### src/rtl/core/lse_pkg.sv
// Shared types and constants for the list store engine.
package lse_pkg;
   localparam int CAPACITY_DEF   = 256;
   localparam int DATA_WIDTH_DEF = 32;

   typedef enum logic [3:0] {
      CMD_PUSH    = 4'd0,
      CMD_POP     = 4'd1,
      CMD_INSERT  = 4'd2,
      CMD_CLEAR   = 4'd3,
      CMD_ERASE   = 4'd4,
      CMD_READ    = 4'd5,
      CMD_WRITE   = 4'd6,
      CMD_COUNT   = 4'd7,
      CMD_REMOVE  = 4'd8,
      CMD_SORT    = 4'd9,
      CMD_REVERSE = 4'd10
   } cmd_type;

   typedef enum logic [1:0] {
      ST_OK    = 2'd0,
      ST_FULL  = 2'd1,
      ST_EMPTY = 2'd2,
      ST_BAD   = 2'd3
   } status_type;

   // datapath commands issued by the controller each cycle
   typedef struct packed {
      logic       rd_en;      // read element at rd_addr
      logic       wr_en;      // write wr_sel data at wr_addr
      logic [1:0] wr_sel;     // 0 value, 1 read data, 2 held word
      logic       hold_load;  // capture read data into held word
      logic       cnt_clear;  // zero the match counter
      logic       cmp_take;   // compare read data with value, bump counter on match
      logic       data_take;  // latch read data as result data
      logic       val_load;   // capture the request value
   } dp_cmd_type;

   localparam logic [1:0] WSEL_VALUE = 2'd0;
   localparam logic [1:0] WSEL_RDATA = 2'd1;
   localparam logic [1:0] WSEL_HOLD  = 2'd2;
endpackage

### src/rtl/core/lse_ctrl.sv
// Command sequencer: checks, walks the store and builds each result.
module lse_ctrl #(
   parameter int CAPACITY   = lse_pkg::CAPACITY_DEF,
   parameter int DATA_WIDTH = lse_pkg::DATA_WIDTH_DEF
) (
   input  logic                        clock,
   input  logic                        reset,
   input  logic                        start,
   input  logic [3:0]                  req_command,
   input  logic [7:0]                  req_index,
   input  logic [7:0]                  req_end_index,
   input  logic                        req_descending,
   output logic                        busy,
   output lse_pkg::dp_cmd_type         cmd,
   output logic [$clog2(CAPACITY)-1:0] rd_addr,
   output logic [$clog2(CAPACITY)-1:0] wr_addr,
   input  logic [DATA_WIDTH-1:0]       rd_data,
   input  logic [DATA_WIDTH-1:0]       hold_data,
   input  logic                        match,
   output logic                        done,
   output logic                        use_cnt,
   output logic                        use_data,
   output logic [$clog2(CAPACITY):0]   length,
   output lse_pkg::status_type         status
);
   import lse_pkg::*;
   localparam int AW = $clog2(CAPACITY);
   localparam int LW = (AW + 1 > 9) ? AW + 1 : 9;
   localparam logic [LW-1:0] CAP = LW'(CAPACITY);
   localparam logic [LW-1:0] ONE = LW'(1);
   localparam logic [LW-1:0] TWO = LW'(2);

   typedef enum logic [3:0] {
      S_IDLE, S_PUT, S_RD, S_WAIT, S_SHIFT, S_SCAN, S_REV_A, S_REV_B, S_REV_C,
      S_SORT_KEY, S_SORT_RD, S_SORT_CMP, S_SORT_FIN, S_DONE
   } state_type;

   state_type     state_ff;
   cmd_type       op_ff;
   logic [LW-1:0] len_ff;
   logic [LW-1:0] i_ff;      // primary walk pointer
   logic [LW-1:0] j_ff;      // secondary pointer / bound
   logic [LW-1:0] k_ff;      // shift distance
   logic          desc_ff;
   logic          use_cnt_ff, use_data_ff, done_ff;
   status_type    status_ff;
   logic [AW-1:0] rd_addr_in, wr_addr_in;
   dp_cmd_type    cmd_in;

   logic [LW-1:0] idx_w, end_w;
   assign idx_w = LW'(req_index);
   assign end_w = LW'(req_end_index);

   // signed order: does held word go before read data
   logic hold_first;
   always_comb begin
      if (desc_ff) hold_first = $signed(hold_data) > $signed(rd_data);
      else         hold_first = $signed(hold_data) < $signed(rd_data);
   end

   assign cmd      = cmd_in;
   assign rd_addr  = rd_addr_in;
   assign wr_addr  = wr_addr_in;

   // datapath commands are combinational from state, start and the sort comparison
   always_comb begin
      cmd_in     = '0;
      rd_addr_in = '0;
      wr_addr_in = '0;
      unique case (state_ff)
         S_IDLE: begin
            if (start) begin
               cmd_in.cnt_clear = 1'b1;
               cmd_in.val_load  = 1'b1;
            end
         end
         S_PUT: begin
            cmd_in.wr_en  = 1'b1;
            cmd_in.wr_sel = WSEL_VALUE;
            wr_addr_in    = j_ff[AW-1:0];
         end
         S_RD: begin
            cmd_in.rd_en = 1'b1;
            rd_addr_in   = i_ff[AW-1:0];
         end
         S_WAIT: begin
            cmd_in.data_take = 1'b1;
         end
         S_SHIFT: begin
            // insert moves i up to i+1 walking down, erase moves i down by k walking up
            cmd_in.wr_en  = 1'b1;
            cmd_in.wr_sel = WSEL_RDATA;
            wr_addr_in    = (op_ff == CMD_INSERT) ? AW'(i_ff + ONE) : AW'(i_ff - k_ff);
         end
         S_SCAN: begin
            cmd_in.cmp_take = 1'b1;
         end
         S_REV_A: begin
            cmd_in.rd_en     = 1'b1;
            cmd_in.hold_load = 1'b1;
            rd_addr_in       = j_ff[AW-1:0];
         end
         S_REV_B: begin
            cmd_in.wr_en  = 1'b1;
            cmd_in.wr_sel = WSEL_RDATA;
            wr_addr_in    = i_ff[AW-1:0];
         end
         S_REV_C: begin
            cmd_in.wr_en  = 1'b1;
            cmd_in.wr_sel = WSEL_HOLD;
            wr_addr_in    = j_ff[AW-1:0];
         end
         S_SORT_KEY: begin
            cmd_in.hold_load = 1'b1;
            cmd_in.rd_en     = 1'b1;
            rd_addr_in       = AW'(i_ff - ONE);
         end
         S_SORT_RD: begin
            cmd_in.rd_en = 1'b1;
            rd_addr_in   = AW'(j_ff - ONE);
         end
         S_SORT_CMP: begin
            if (hold_first) begin
               cmd_in.wr_en  = 1'b1;
               cmd_in.wr_sel = WSEL_RDATA;
               wr_addr_in    = j_ff[AW-1:0];
            end
         end
         S_SORT_FIN: begin
            cmd_in.wr_en  = 1'b1;
            cmd_in.wr_sel = WSEL_HOLD;
            wr_addr_in    = j_ff[AW-1:0];
         end
         default: ;
      endcase
   end

   always_ff @(posedge clock) begin
      if (reset) begin
         state_ff    <= S_IDLE;
         len_ff      <= '0;
         done_ff     <= 1'b0;
         use_cnt_ff  <= 1'b0;
         use_data_ff <= 1'b0;
         status_ff   <= ST_OK;
         op_ff       <= CMD_PUSH;
         i_ff        <= '0;
         j_ff        <= '0;
         k_ff        <= '0;
         desc_ff     <= 1'b0;
      end else begin
         done_ff <= 1'b0;
         unique case (state_ff)
            S_IDLE: if (start) begin
               op_ff       <= cmd_type'(req_command);
               desc_ff     <= req_descending;
               status_ff   <= ST_OK;
               use_cnt_ff  <= 1'b0;
               use_data_ff <= 1'b0;
               state_ff    <= S_DONE;
               unique case (req_command)
                  CMD_PUSH:
                     if (len_ff >= CAP) status_ff <= ST_FULL;
                     else begin
                        j_ff     <= len_ff;
                        len_ff   <= len_ff + ONE;
                        state_ff <= S_PUT;
                     end
                  CMD_POP:
                     if (len_ff == '0) status_ff <= ST_EMPTY;
                     else begin
                        len_ff      <= len_ff - ONE;
                        i_ff        <= len_ff - ONE;
                        use_data_ff <= 1'b1;
                        state_ff    <= S_RD;
                     end
                  CMD_INSERT:
                     if (len_ff >= CAP) status_ff <= ST_FULL;
                     else if (idx_w > len_ff) status_ff <= ST_BAD;
                     else begin
                        j_ff   <= idx_w;
                        len_ff <= len_ff + ONE;
                        if (len_ff == idx_w) state_ff <= S_PUT;
                        else begin
                           i_ff     <= len_ff - ONE;
                           state_ff <= S_RD;
                        end
                     end
                  CMD_CLEAR: len_ff <= '0;
                  CMD_ERASE:
                     if (idx_w > end_w || end_w >= len_ff) status_ff <= ST_BAD;
                     else begin
                        k_ff   <= end_w - idx_w + ONE;
                        i_ff   <= end_w + ONE;
                        j_ff   <= len_ff;
                        len_ff <= len_ff - (end_w - idx_w + ONE);
                        if (end_w + ONE != len_ff) state_ff <= S_RD;
                     end
                  CMD_READ:
                     if (idx_w >= len_ff) status_ff <= ST_BAD;
                     else begin
                        i_ff        <= idx_w;
                        use_data_ff <= 1'b1;
                        state_ff    <= S_RD;
                     end
                  CMD_WRITE:
                     if (idx_w >= len_ff) status_ff <= ST_BAD;
                     else begin
                        j_ff     <= idx_w;
                        state_ff <= S_PUT;
                     end
                  CMD_COUNT, CMD_REMOVE: begin
                     use_cnt_ff <= 1'b1;
                     i_ff       <= '0;
                     if (len_ff != '0) state_ff <= S_RD;
                  end
                  CMD_SORT:
                     if (len_ff > ONE) begin
                        i_ff     <= ONE;
                        state_ff <= S_RD;
                     end
                  CMD_REVERSE:
                     if (len_ff > ONE) begin
                        i_ff     <= '0;
                        j_ff     <= len_ff - ONE;
                        state_ff <= S_RD;
                     end
                  default: ;
               endcase
            end
            S_PUT: state_ff <= S_DONE;
            S_RD: begin
               unique case (op_ff)
                  CMD_INSERT, CMD_ERASE: state_ff <= S_SHIFT;
                  CMD_COUNT, CMD_REMOVE: state_ff <= S_SCAN;
                  CMD_SORT:              state_ff <= S_SORT_KEY;
                  CMD_REVERSE:           state_ff <= S_REV_A;
                  default:               state_ff <= S_WAIT;
               endcase
            end
            S_WAIT: state_ff <= S_DONE;
            S_SHIFT: begin
               if (op_ff == CMD_INSERT) begin
                  if (i_ff == j_ff) state_ff <= S_PUT;
                  else begin
                     i_ff     <= i_ff - ONE;
                     state_ff <= S_RD;
                  end
               end else begin
                  if (i_ff + ONE == j_ff) state_ff <= S_DONE;
                  else begin
                     i_ff     <= i_ff + ONE;
                     state_ff <= S_RD;
                  end
               end
            end
            S_SCAN: begin
               if (op_ff == CMD_REMOVE && match) begin
                  // drop the matched word: continue as an erase of one element
                  op_ff  <= CMD_ERASE;
                  k_ff   <= ONE;
                  j_ff   <= len_ff;
                  len_ff <= len_ff - ONE;
                  if (i_ff + ONE == len_ff) state_ff <= S_DONE;
                  else begin
                     i_ff     <= i_ff + ONE;
                     state_ff <= S_RD;
                  end
               end else if (i_ff + ONE == len_ff) begin
                  state_ff <= S_DONE;
               end else begin
                  i_ff     <= i_ff + ONE;
                  state_ff <= S_RD;
               end
            end
            S_REV_A: state_ff <= S_REV_B;
            S_REV_B: state_ff <= S_REV_C;
            S_REV_C: begin
               if (i_ff + TWO >= j_ff) state_ff <= S_DONE;
               else begin
                  i_ff     <= i_ff + ONE;
                  j_ff     <= j_ff - ONE;
                  state_ff <= S_RD;
               end
            end
            S_SORT_KEY: begin
               // hold = key; walk j down from i
               j_ff     <= i_ff;
               state_ff <= S_SORT_CMP;
            end
            S_SORT_RD: state_ff <= S_SORT_CMP;
            S_SORT_CMP: begin
               if (hold_first) begin
                  j_ff <= j_ff - ONE;
                  if (j_ff == ONE) state_ff <= S_SORT_FIN;
                  else state_ff <= S_SORT_RD;
               end else state_ff <= S_SORT_FIN;
            end
            S_SORT_FIN: begin
               if (i_ff + ONE >= len_ff) state_ff <= S_DONE;
               else begin
                  i_ff     <= i_ff + ONE;
                  state_ff <= S_RD;
               end
            end
            S_DONE: begin
               done_ff  <= 1'b1;
               state_ff <= S_IDLE;
            end
            default: state_ff <= S_IDLE;
         endcase
      end
   end

   assign busy     = (state_ff != S_IDLE);
   assign done     = done_ff;
   assign use_cnt  = use_cnt_ff;
   assign use_data = use_data_ff;
   assign length   = len_ff[AW:0];
   assign status   = status_ff;

   a_done_single: assert property (@(posedge clock) disable iff (reset) done |=> !done);
   a_done_idle: assert property (@(posedge clock) disable iff (reset) done |-> !busy);
   a_accept_busy: assert property (@(posedge clock) disable iff (reset)
      (start && !busy) |=> busy);
   a_len_bound: assert property (@(posedge clock) disable iff (reset) len_ff <= CAP);
endmodule

### config.mk
export PLATFORM = sky130hd
export DESIGN_NAME = lse_ctrl
export DESIGN_NICKNAME = d
export VERILOG_FILES = /design/src/rtl/core/lse_pkg.sv /design/src/rtl/core/lse_ctrl.sv
export SDC_FILE = /design/constraint.sdc
export NUM_CORES = 1
export LEC_CHECK = 0
export CORE_ASPECT_RATIO = 1.5
export CORE_MARGIN = 2
export CORE_UTILIZATION = 40
export DETAILED_ROUTE_END_ITERATION = 12
export DONT_BUFFER_PORTS = 1
export MAX_ROUTING_LAYER = met4
export PLACE_DENSITY = 0.6
export SYNTH_ARGS = -nofsm -noshare
export SYNTH_HDL_FRONTEND = slang
export SYNTH_SLANG_ARGS = --single-unit
### constraint.sdc
create_clock -name clock -period 8 [get_ports clock]
set_input_delay 0.8 -clock clock [delete_from_list [all_inputs] [get_ports clock]]
set_output_delay 0.8 -clock clock [all_outputs]
set_load 0.05 [all_outputs]
==> results.py, run 1 <==
metrics = {
    "status": {
        "status": "complete, no violations",
    },
    "power": {
        "leakage_nw": 3.49,
        "cellPowerDensity_mw_per_mm2": 357,
        "ir_drop_uv": 133,
        "p_clk_share_pct": 7.8,
        "netSwitchingFraction_pct": 59.2,
        "total_power_mw": 2.99,
        "pwr-share-comb_pct": 74.6,
        "power.internal_mw": 1.22,
        "p_seq_share_pct": 17.6,
        "p_switching_mw": 1.77,
    },
    "logic_synthesis": {
        "synth_most_common_cell": "ha_1",
        "synth_nets": 1336,
        "netlist_top_cells_area": "ha_1 (18%), dfxtp_1 (12%), a21oi_1 (5.9%), xnor2_1 (5.7%), nor2_1 (5.1%)",
        "ys_warn_count": 0,
        "synth_cell_types": 85,
        "syn-instance-count": 1130,
        "avgSynthCellArea_um2": 7.20,
        "synth_commonest_cells": "ha_1 (114), nor2_1 (111), a21oi_1 (96)",
        "synth_top_cell_area_share_pct": 17.5,
        "synthArstFlopShare_pct": 0,
        "synth_top_flop_cell": "dfxtp_1",
        "yosysSeqAreaShare_pct": 12.1,
        "syn_area_mm2": 0.00813,
        "synth-edff-count": 0,
        "synth-seq-cells": 49,
        "yosysTopAreaCell": "ha_1",
    },
    "sta": {
        "maxSlewHeadroom_pct": 21.0,
        "period_share_pct": 59.8,
        "holdWs_ps": 471,
        "finalSetupTns_ps": 0,
        "setup_slack_ps": 3220,
        "rsz0062_at_grt": "false",
        "period_needed_ps": 4780,
        "drv_slew": 0,
        "worstMarginPinSlew_ps": 1210,
        "finalSetupViolCount": 0,
        "finalClockSkew_ps": 8.16,
        "max_freq_ghz": 0.209,
        "finalHoldViolations": 0,
    },
    "clock_network": {
        "clock_path_buffers": 2,
        "cts_tree": "done",
        "numCtsBuffers": 5,
        "cts_sinks": 49,
        "clk_pin_slew_ps": 80,
        "ctsHoldBuffers": 0,
        "cts.htree.levels": 2,
        "post_cts_buffers": 0,
        "postCtsResizedCells": 0,
        "clk_latency_ps": 310,
        "cts-root-buf": "clkbuf_16",
    },
    "global_routing": {
        "grt_pass1_wl_um": 45600,
        "grt_pass1_vias": 8183,
        "grt_use_total_pct": 27.8,
        "antenna_found_initial": 0,
        "grt_max_degree": 52,
        "grt_overflow": 0,
    },
    "final_layout": {
        "antennaDiodeCount": 0,
        "fillCellCount": 2103,
        "fin_nets": 1288,
        "area_delta_synth_final_pct": 3.09,
        "drive_gt1_share_pct": 4.62,
    },
    "critical_path": {
        "worstSetupEndpointType": "output pin",
        "crit_type": "in2out",
        "rr_worst_depth": 11,
        "cp-start-kind": "primary input",
        "worstReg2RegStart": "length[1]",
        "cp.required_ps": 7200,
        "worstPathMaxFanout": 7,
        "rr_endpoint": "j_ff[4]",
        "rrSetupSlack_ps": 3350,
        "cp.arrival_ps": 3980,
        "crit_start": "rd_data[31]",
    },
    "placement": {
        "hpwl_um": 23400,
        "post-place-ws_ps": 3280,
        "port_buffers": 0,
        "gp_congestion": 0.971,
    },
    "floorplan": {
        "fp.dieH_um": 179,
        "coreArea_mm2": 0.0199,
        "io_pins": 129,
        "die_w_um": 120,
        "initial_core_util_pct": 40.9,
        "die_area_mm2": 0.0215,
        "rows": 63,
    },
    "flow_run": {
        "maxCapViolCount": 0,
    },
    "drt": {
        "wl_per_cell_um": 22.1,
        "avgViaCountPerCell": 6.32,
        "first_iter_violations": 774,
        "vias": 8486,
        "routed_wl_um": 29700,
        "drcViolationCount": 0,
        "drtAntennaViolNets": 0,
        "drt-pass1-iter-count": 5,
    },
    "hold_path": {
        "holdCritPathClass": "reg2reg",
        "min_to": "k_ff[6]",
        "worstHoldStart": "k_ff[6]",
        "worstHoldPathCells": 2,
    },
}
power by group through the flow:
stage | combinational, mW | clock, mW | sequential, mW
finish | 2.23 | 0.232 | 0.527
detailed placement | 2.19 | 0 | 0.527
global placement | 2.18 | 0 | 0.528
floorplan | 1.73 | 0 | 0.442
CTS | 2.20 | 0.232 | 0.522
global route | 2.42 | 0.239 | 0.537
logic make-up after synthesis:
family	synth area share, %
xor gates and xnor gates	7.97
DFF	12.1
adders and majority gates	18.3
buffers and inverters	8.88
muxes	1.86
AOI/OAI and AO/OA	29.4
and+or+nand+nor	21.5
how the worst max path moves through the flow:
stage	end	slack, ps
final	wr_addr[5]	3220
after global routing	wr_addr[0]	2930
after floorplan	wr_addr[2]	3720
after detailed placement	wr_addr[5]	3280
after CTS	wr_addr[5]	3270
after global placement	wr_addr[5]	3500
per-stage QoR:
| step | utilization, % | std cells | area, um^2 |
|---|---|---|---|
| after detailed placement | 41.4 | 1335 | 8230 |
| after CTS | 42.2 | 1343 | 8380 |
| after global placement | 41.4 | 1335 | 8230 |
| final | 42.2 | 1343 | 8380 |
| after floorplan | - | 1130 | 8130 |
| after global routing | 42.2 | 1343 | 8380 |
per-layer routing:
layer | track usage [%] | share of wire, %
met3 | 3.42 | 6.8
met1 | 30.6 | 38
met5 | - | 0
met4 | 14.8 | 5.3
met2 | 48.7 | 50
cells in the final DEF, fill, tap and decap left out, drive strengths merged, types with 13 or more instances in the layout:
cell / instances
a21oi: 98
dfxtp: 49
ha: 114
nand3: 37
inv: 96
xnor2: 53
o221ai: 13
o21ai: 65
buf: 13
a21o: 17
nand2: 71
nand2b: 18
a211oi: 36
mux2i: 14
nor2: 113
nor3: 32
nand4: 17
a221oi: 18
o22ai: 25
xor2: 21
final cells by class:
class | instances | area [um^2] | share of cell area, %
timing repair buffer | 13 | 97.6 | 1.16
inverter | 98 | 368 | 4.39
sequential | 49 | 981 | 11.7
tap | 260 | 325 | 3.88
multi-input combinational | 915 | 6460 | 77.1
clock buffer | 5 | 125 | 1.49
clock inverter | 3 | 25.0 | 0.299
registers in the layout (all words and copies together), names as in the netlist:
signal / cells
i_ff: 9
j_ff: 9
length: 9
k_ff: 8
op_ff: 4
state_ff: 4
status: 2
desc_ff: 1
done: 1
use_cnt: 1
use_data: 1
worst max-delay path, cell delays in order:
cell	delay [ps]
inv_1	30
ha_1	360
nand4_1	200
nor2_1	80
a22oi_1	160
nor4b_1	560
a21oi_1	110
a41o_1	250
o21ai_0	390
o21ai_1	430
a221o_1	610
Power figures use the tool's default switching activity.
==> inputs of run 2 (changes only) <==
--- a/config.mk
+++ b/config.mk
@@ -11,7 +11,7 @@
 export DETAILED_ROUTE_END_ITERATION = 12
 export DONT_BUFFER_PORTS = 1
 export MAX_ROUTING_LAYER = met4
-export PLACE_DENSITY = 0.6
+export PLACE_DENSITY = 0.62
 export SYNTH_ARGS = -nofsm -noshare
 export SYNTH_HDL_FRONTEND = slang
 export SYNTH_SLANG_ARGS = --single-unit
==> constraint.sdc (replaced) <==
create_clock -name clock -period 4.1 [get_ports clock]
set_input_delay 0.41 -clock clock [delete_from_list [all_inputs] [get_ports clock]]
set_output_delay 0.41 -clock clock [all_outputs]
set_load 0.05 [all_outputs]
==> results.py, run 2 (synthesis results as in run 1) <==
metrics = {
    "status": {
        "status": "complete, no violations",
    },
    "power": {
        "leakage_nw": 3.74,
        "cellPowerDensity_mw_per_mm2": 695,
        "ir_drop_uv": 226,
    },
    "drt": {
        "vias": 8681,
        "first_iter_violations": 588,
        "drt-pass1-iter-count": 5,
        "avgViaCountPerCell": 6.24,
        "drcViolationCount": 0,
        "wl_per_cell_um": 22.5,
        "drtAntennaViolNets": 0,
        "routed_wl_um": 31300,
    },
    "critical_path": {
        "rr_endpoint": "i_ff[4]",
        "rr_worst_depth": 15,
        "worstPathMaxFanout": 6,
        "cp-start-kind": "flop",
        "crit_end": "wr_addr[6]",
        "cp.arrival_ps": 3400,
        "worstReg2RegStart": "i_ff[0]",
        "worstSetupEndpointType": "output pin",
        "crit_start": "i_ff[0]",
        "crit_type": "reg2out",
        "rrSetupSlack_ps": 510,
        "cp.required_ps": 3690,
    },
    "clock_network": {
        "clock_path_buffers": 2,
        "clk_latency_ps": 310,
        "cts-root-buf": "clkbuf_16",
        "cts_sinks": 49,
        "post_cts_buffers": 0,
        "numCtsBuffers": 5,
        "ctsHoldBuffers": 0,
        "postCtsResizedCells": 0,
        "cts_tree": "done",
        "cts.htree.levels": 2,
        "clk_pin_slew_ps": 70,
    },
    "sta": {
        "max_freq_ghz": 0.262,
        "rsz0062_at_grt": "false",
        "worstMarginPinSlew_ps": 1130,
        "finalClockSkew_ps": 4.11,
        "finalSetupViolCount": 0,
        "period_share_pct": 92.9,
        "maxSlewHeadroom_pct": 25.8,
        "finalHoldViolations": 0,
        "period_needed_ps": 3810,
        "finalSetupTns_ps": 0,
        "setup_slack_ps": 290,
        "drv_slew": 0,
    },
    "global_routing": {
        "antenna_found_initial": 0,
        "grt_max_degree": 52,
        "grt_pass1_wl_um": 48100,
        "grt_pass1_vias": 8679,
        "grtUsageMet2_pct": 52.0,
        "grt_use_total_pct": 29.9,
        "top_usage_layer": "met2",
        "use_met1_pct": 30.8,
        "use_met3_pct": 3.74,
        "grt_overflow": 0,
    },
    "final_layout": {
        "fillCellCount": 2100,
        "final_common_cell": "ha_1",
        "layout_common_cells": "ha_1 (114), nor2_1 (111), a21oi_1 (96), inv_1 (94), nand2_1 (71)",
        "drive_gt1_share_pct": 8.66,
        "fin_nets": 1337,
        "area_delta_synth_final_pct": 7.48,
        "antennaDiodeCount": 0,
    },
    "floorplan": {
        "initial_core_util_pct": 40.9,
        "rows": 63,
        "io_pins": 129,
        "fp.dieH_um": 179,
        "coreArea_mm2": 0.0199,
        "die_w_um": 120,
        "die_area_mm2": 0.0215,
    },
    "placement": {
        "hpwl_um": 25400,
        "gp_congestion": 1.04,
        "port_buffers": 0,
        "post-place-ws_ps": 264,
    },
    "hold_path": {
        "holdCritPathClass": "in2reg",
    },
    "flow_run": {
        "maxCapViolCount": 0,
    },
}
## run 2: changes by cell type in the layout (fill, tap and decap cells not counted)
cell / change
buf_4: +49
inv_6: -1
clkinv_2: +2
clkbuf_1: +1
clkinvlp_4: -1
clkinv_4: -1
## run 2: routing by layer
metal  wire length (um)  share of wire [%]
met1              11300                 36
met2              15500                 50
met3               1980                6.3
met4               2460                7.9
met5                  0                  0
## run 2: worst min-delay path by stage
| stage | startpoint | end | slack, ps | depth (start not counted) |
|---|---|---|---|---|
| finish | reset | desc_ff | 160 | 1 |
| floorplan | k_ff[1] | k_ff[1] | 450 | 2 |
| CTS | reset | desc_ff | 150 | 1 |
| global route | reset | op_ff[0] | 160 | 1 |
| detailed placement | k_ff[5] | k_ff[5] | 460 | 2 |
| global placement | k_ff[6] | k_ff[6] | 460 | 2 |
## run 2: area by class of cell
type                            instances  area, um^2  area share, %
Sequential cell                        49         981           11.2
Clock inverter                          2        10.0          0.115
Clock buffer                            6         129           1.47
Multi-Input combinational cell        915        6460           73.9
Tap cell                              260         325           3.72
Inverter                               98         368           4.21
Timing Repair Buffer                   62         465           5.33
## run 2: critical path, cell delays in order (launching register included)
cell and delay [ps]:
dfxtp_1 420, inv_1 270, ha_1 190, inv_1 60, fa_1 390, a21o_1 180
a21oi_1 220, o21bai_1 90, a21oi_1 290, xor2_1 110, a21oi_1 310, a221o_1 550
## run 2: power breakdown
group / total, mW / switching [mW] / leakage [nW] / internal, mW
clock: 0.439 / 0.214 / 0.0706 / 0.226
sequential: 0.854 / 0.237 / 0.400 / 0.617
combinational: 4.78 / 3.09 / 3.26 / 1.69
## run 2: stage by stage
stage / total power, mW / hold WS (ps) / cells / cell area [um^2] / util [%]
floorplan: 4.24 / 450 / 1130 / 8130 / -
global placement: 5.55 / 457 / 1384 / 8600 / 43.3
detailed placement: 5.55 / 460 / 1384 / 8600 / 43.3
CTS: 6.00 / 154 / 1392 / 8740 / 44.0
global route: 6.50 / 156 / 1392 / 8740 / 44.0
finish: 6.07 / 159 / 1392 / 8740 / 44.0
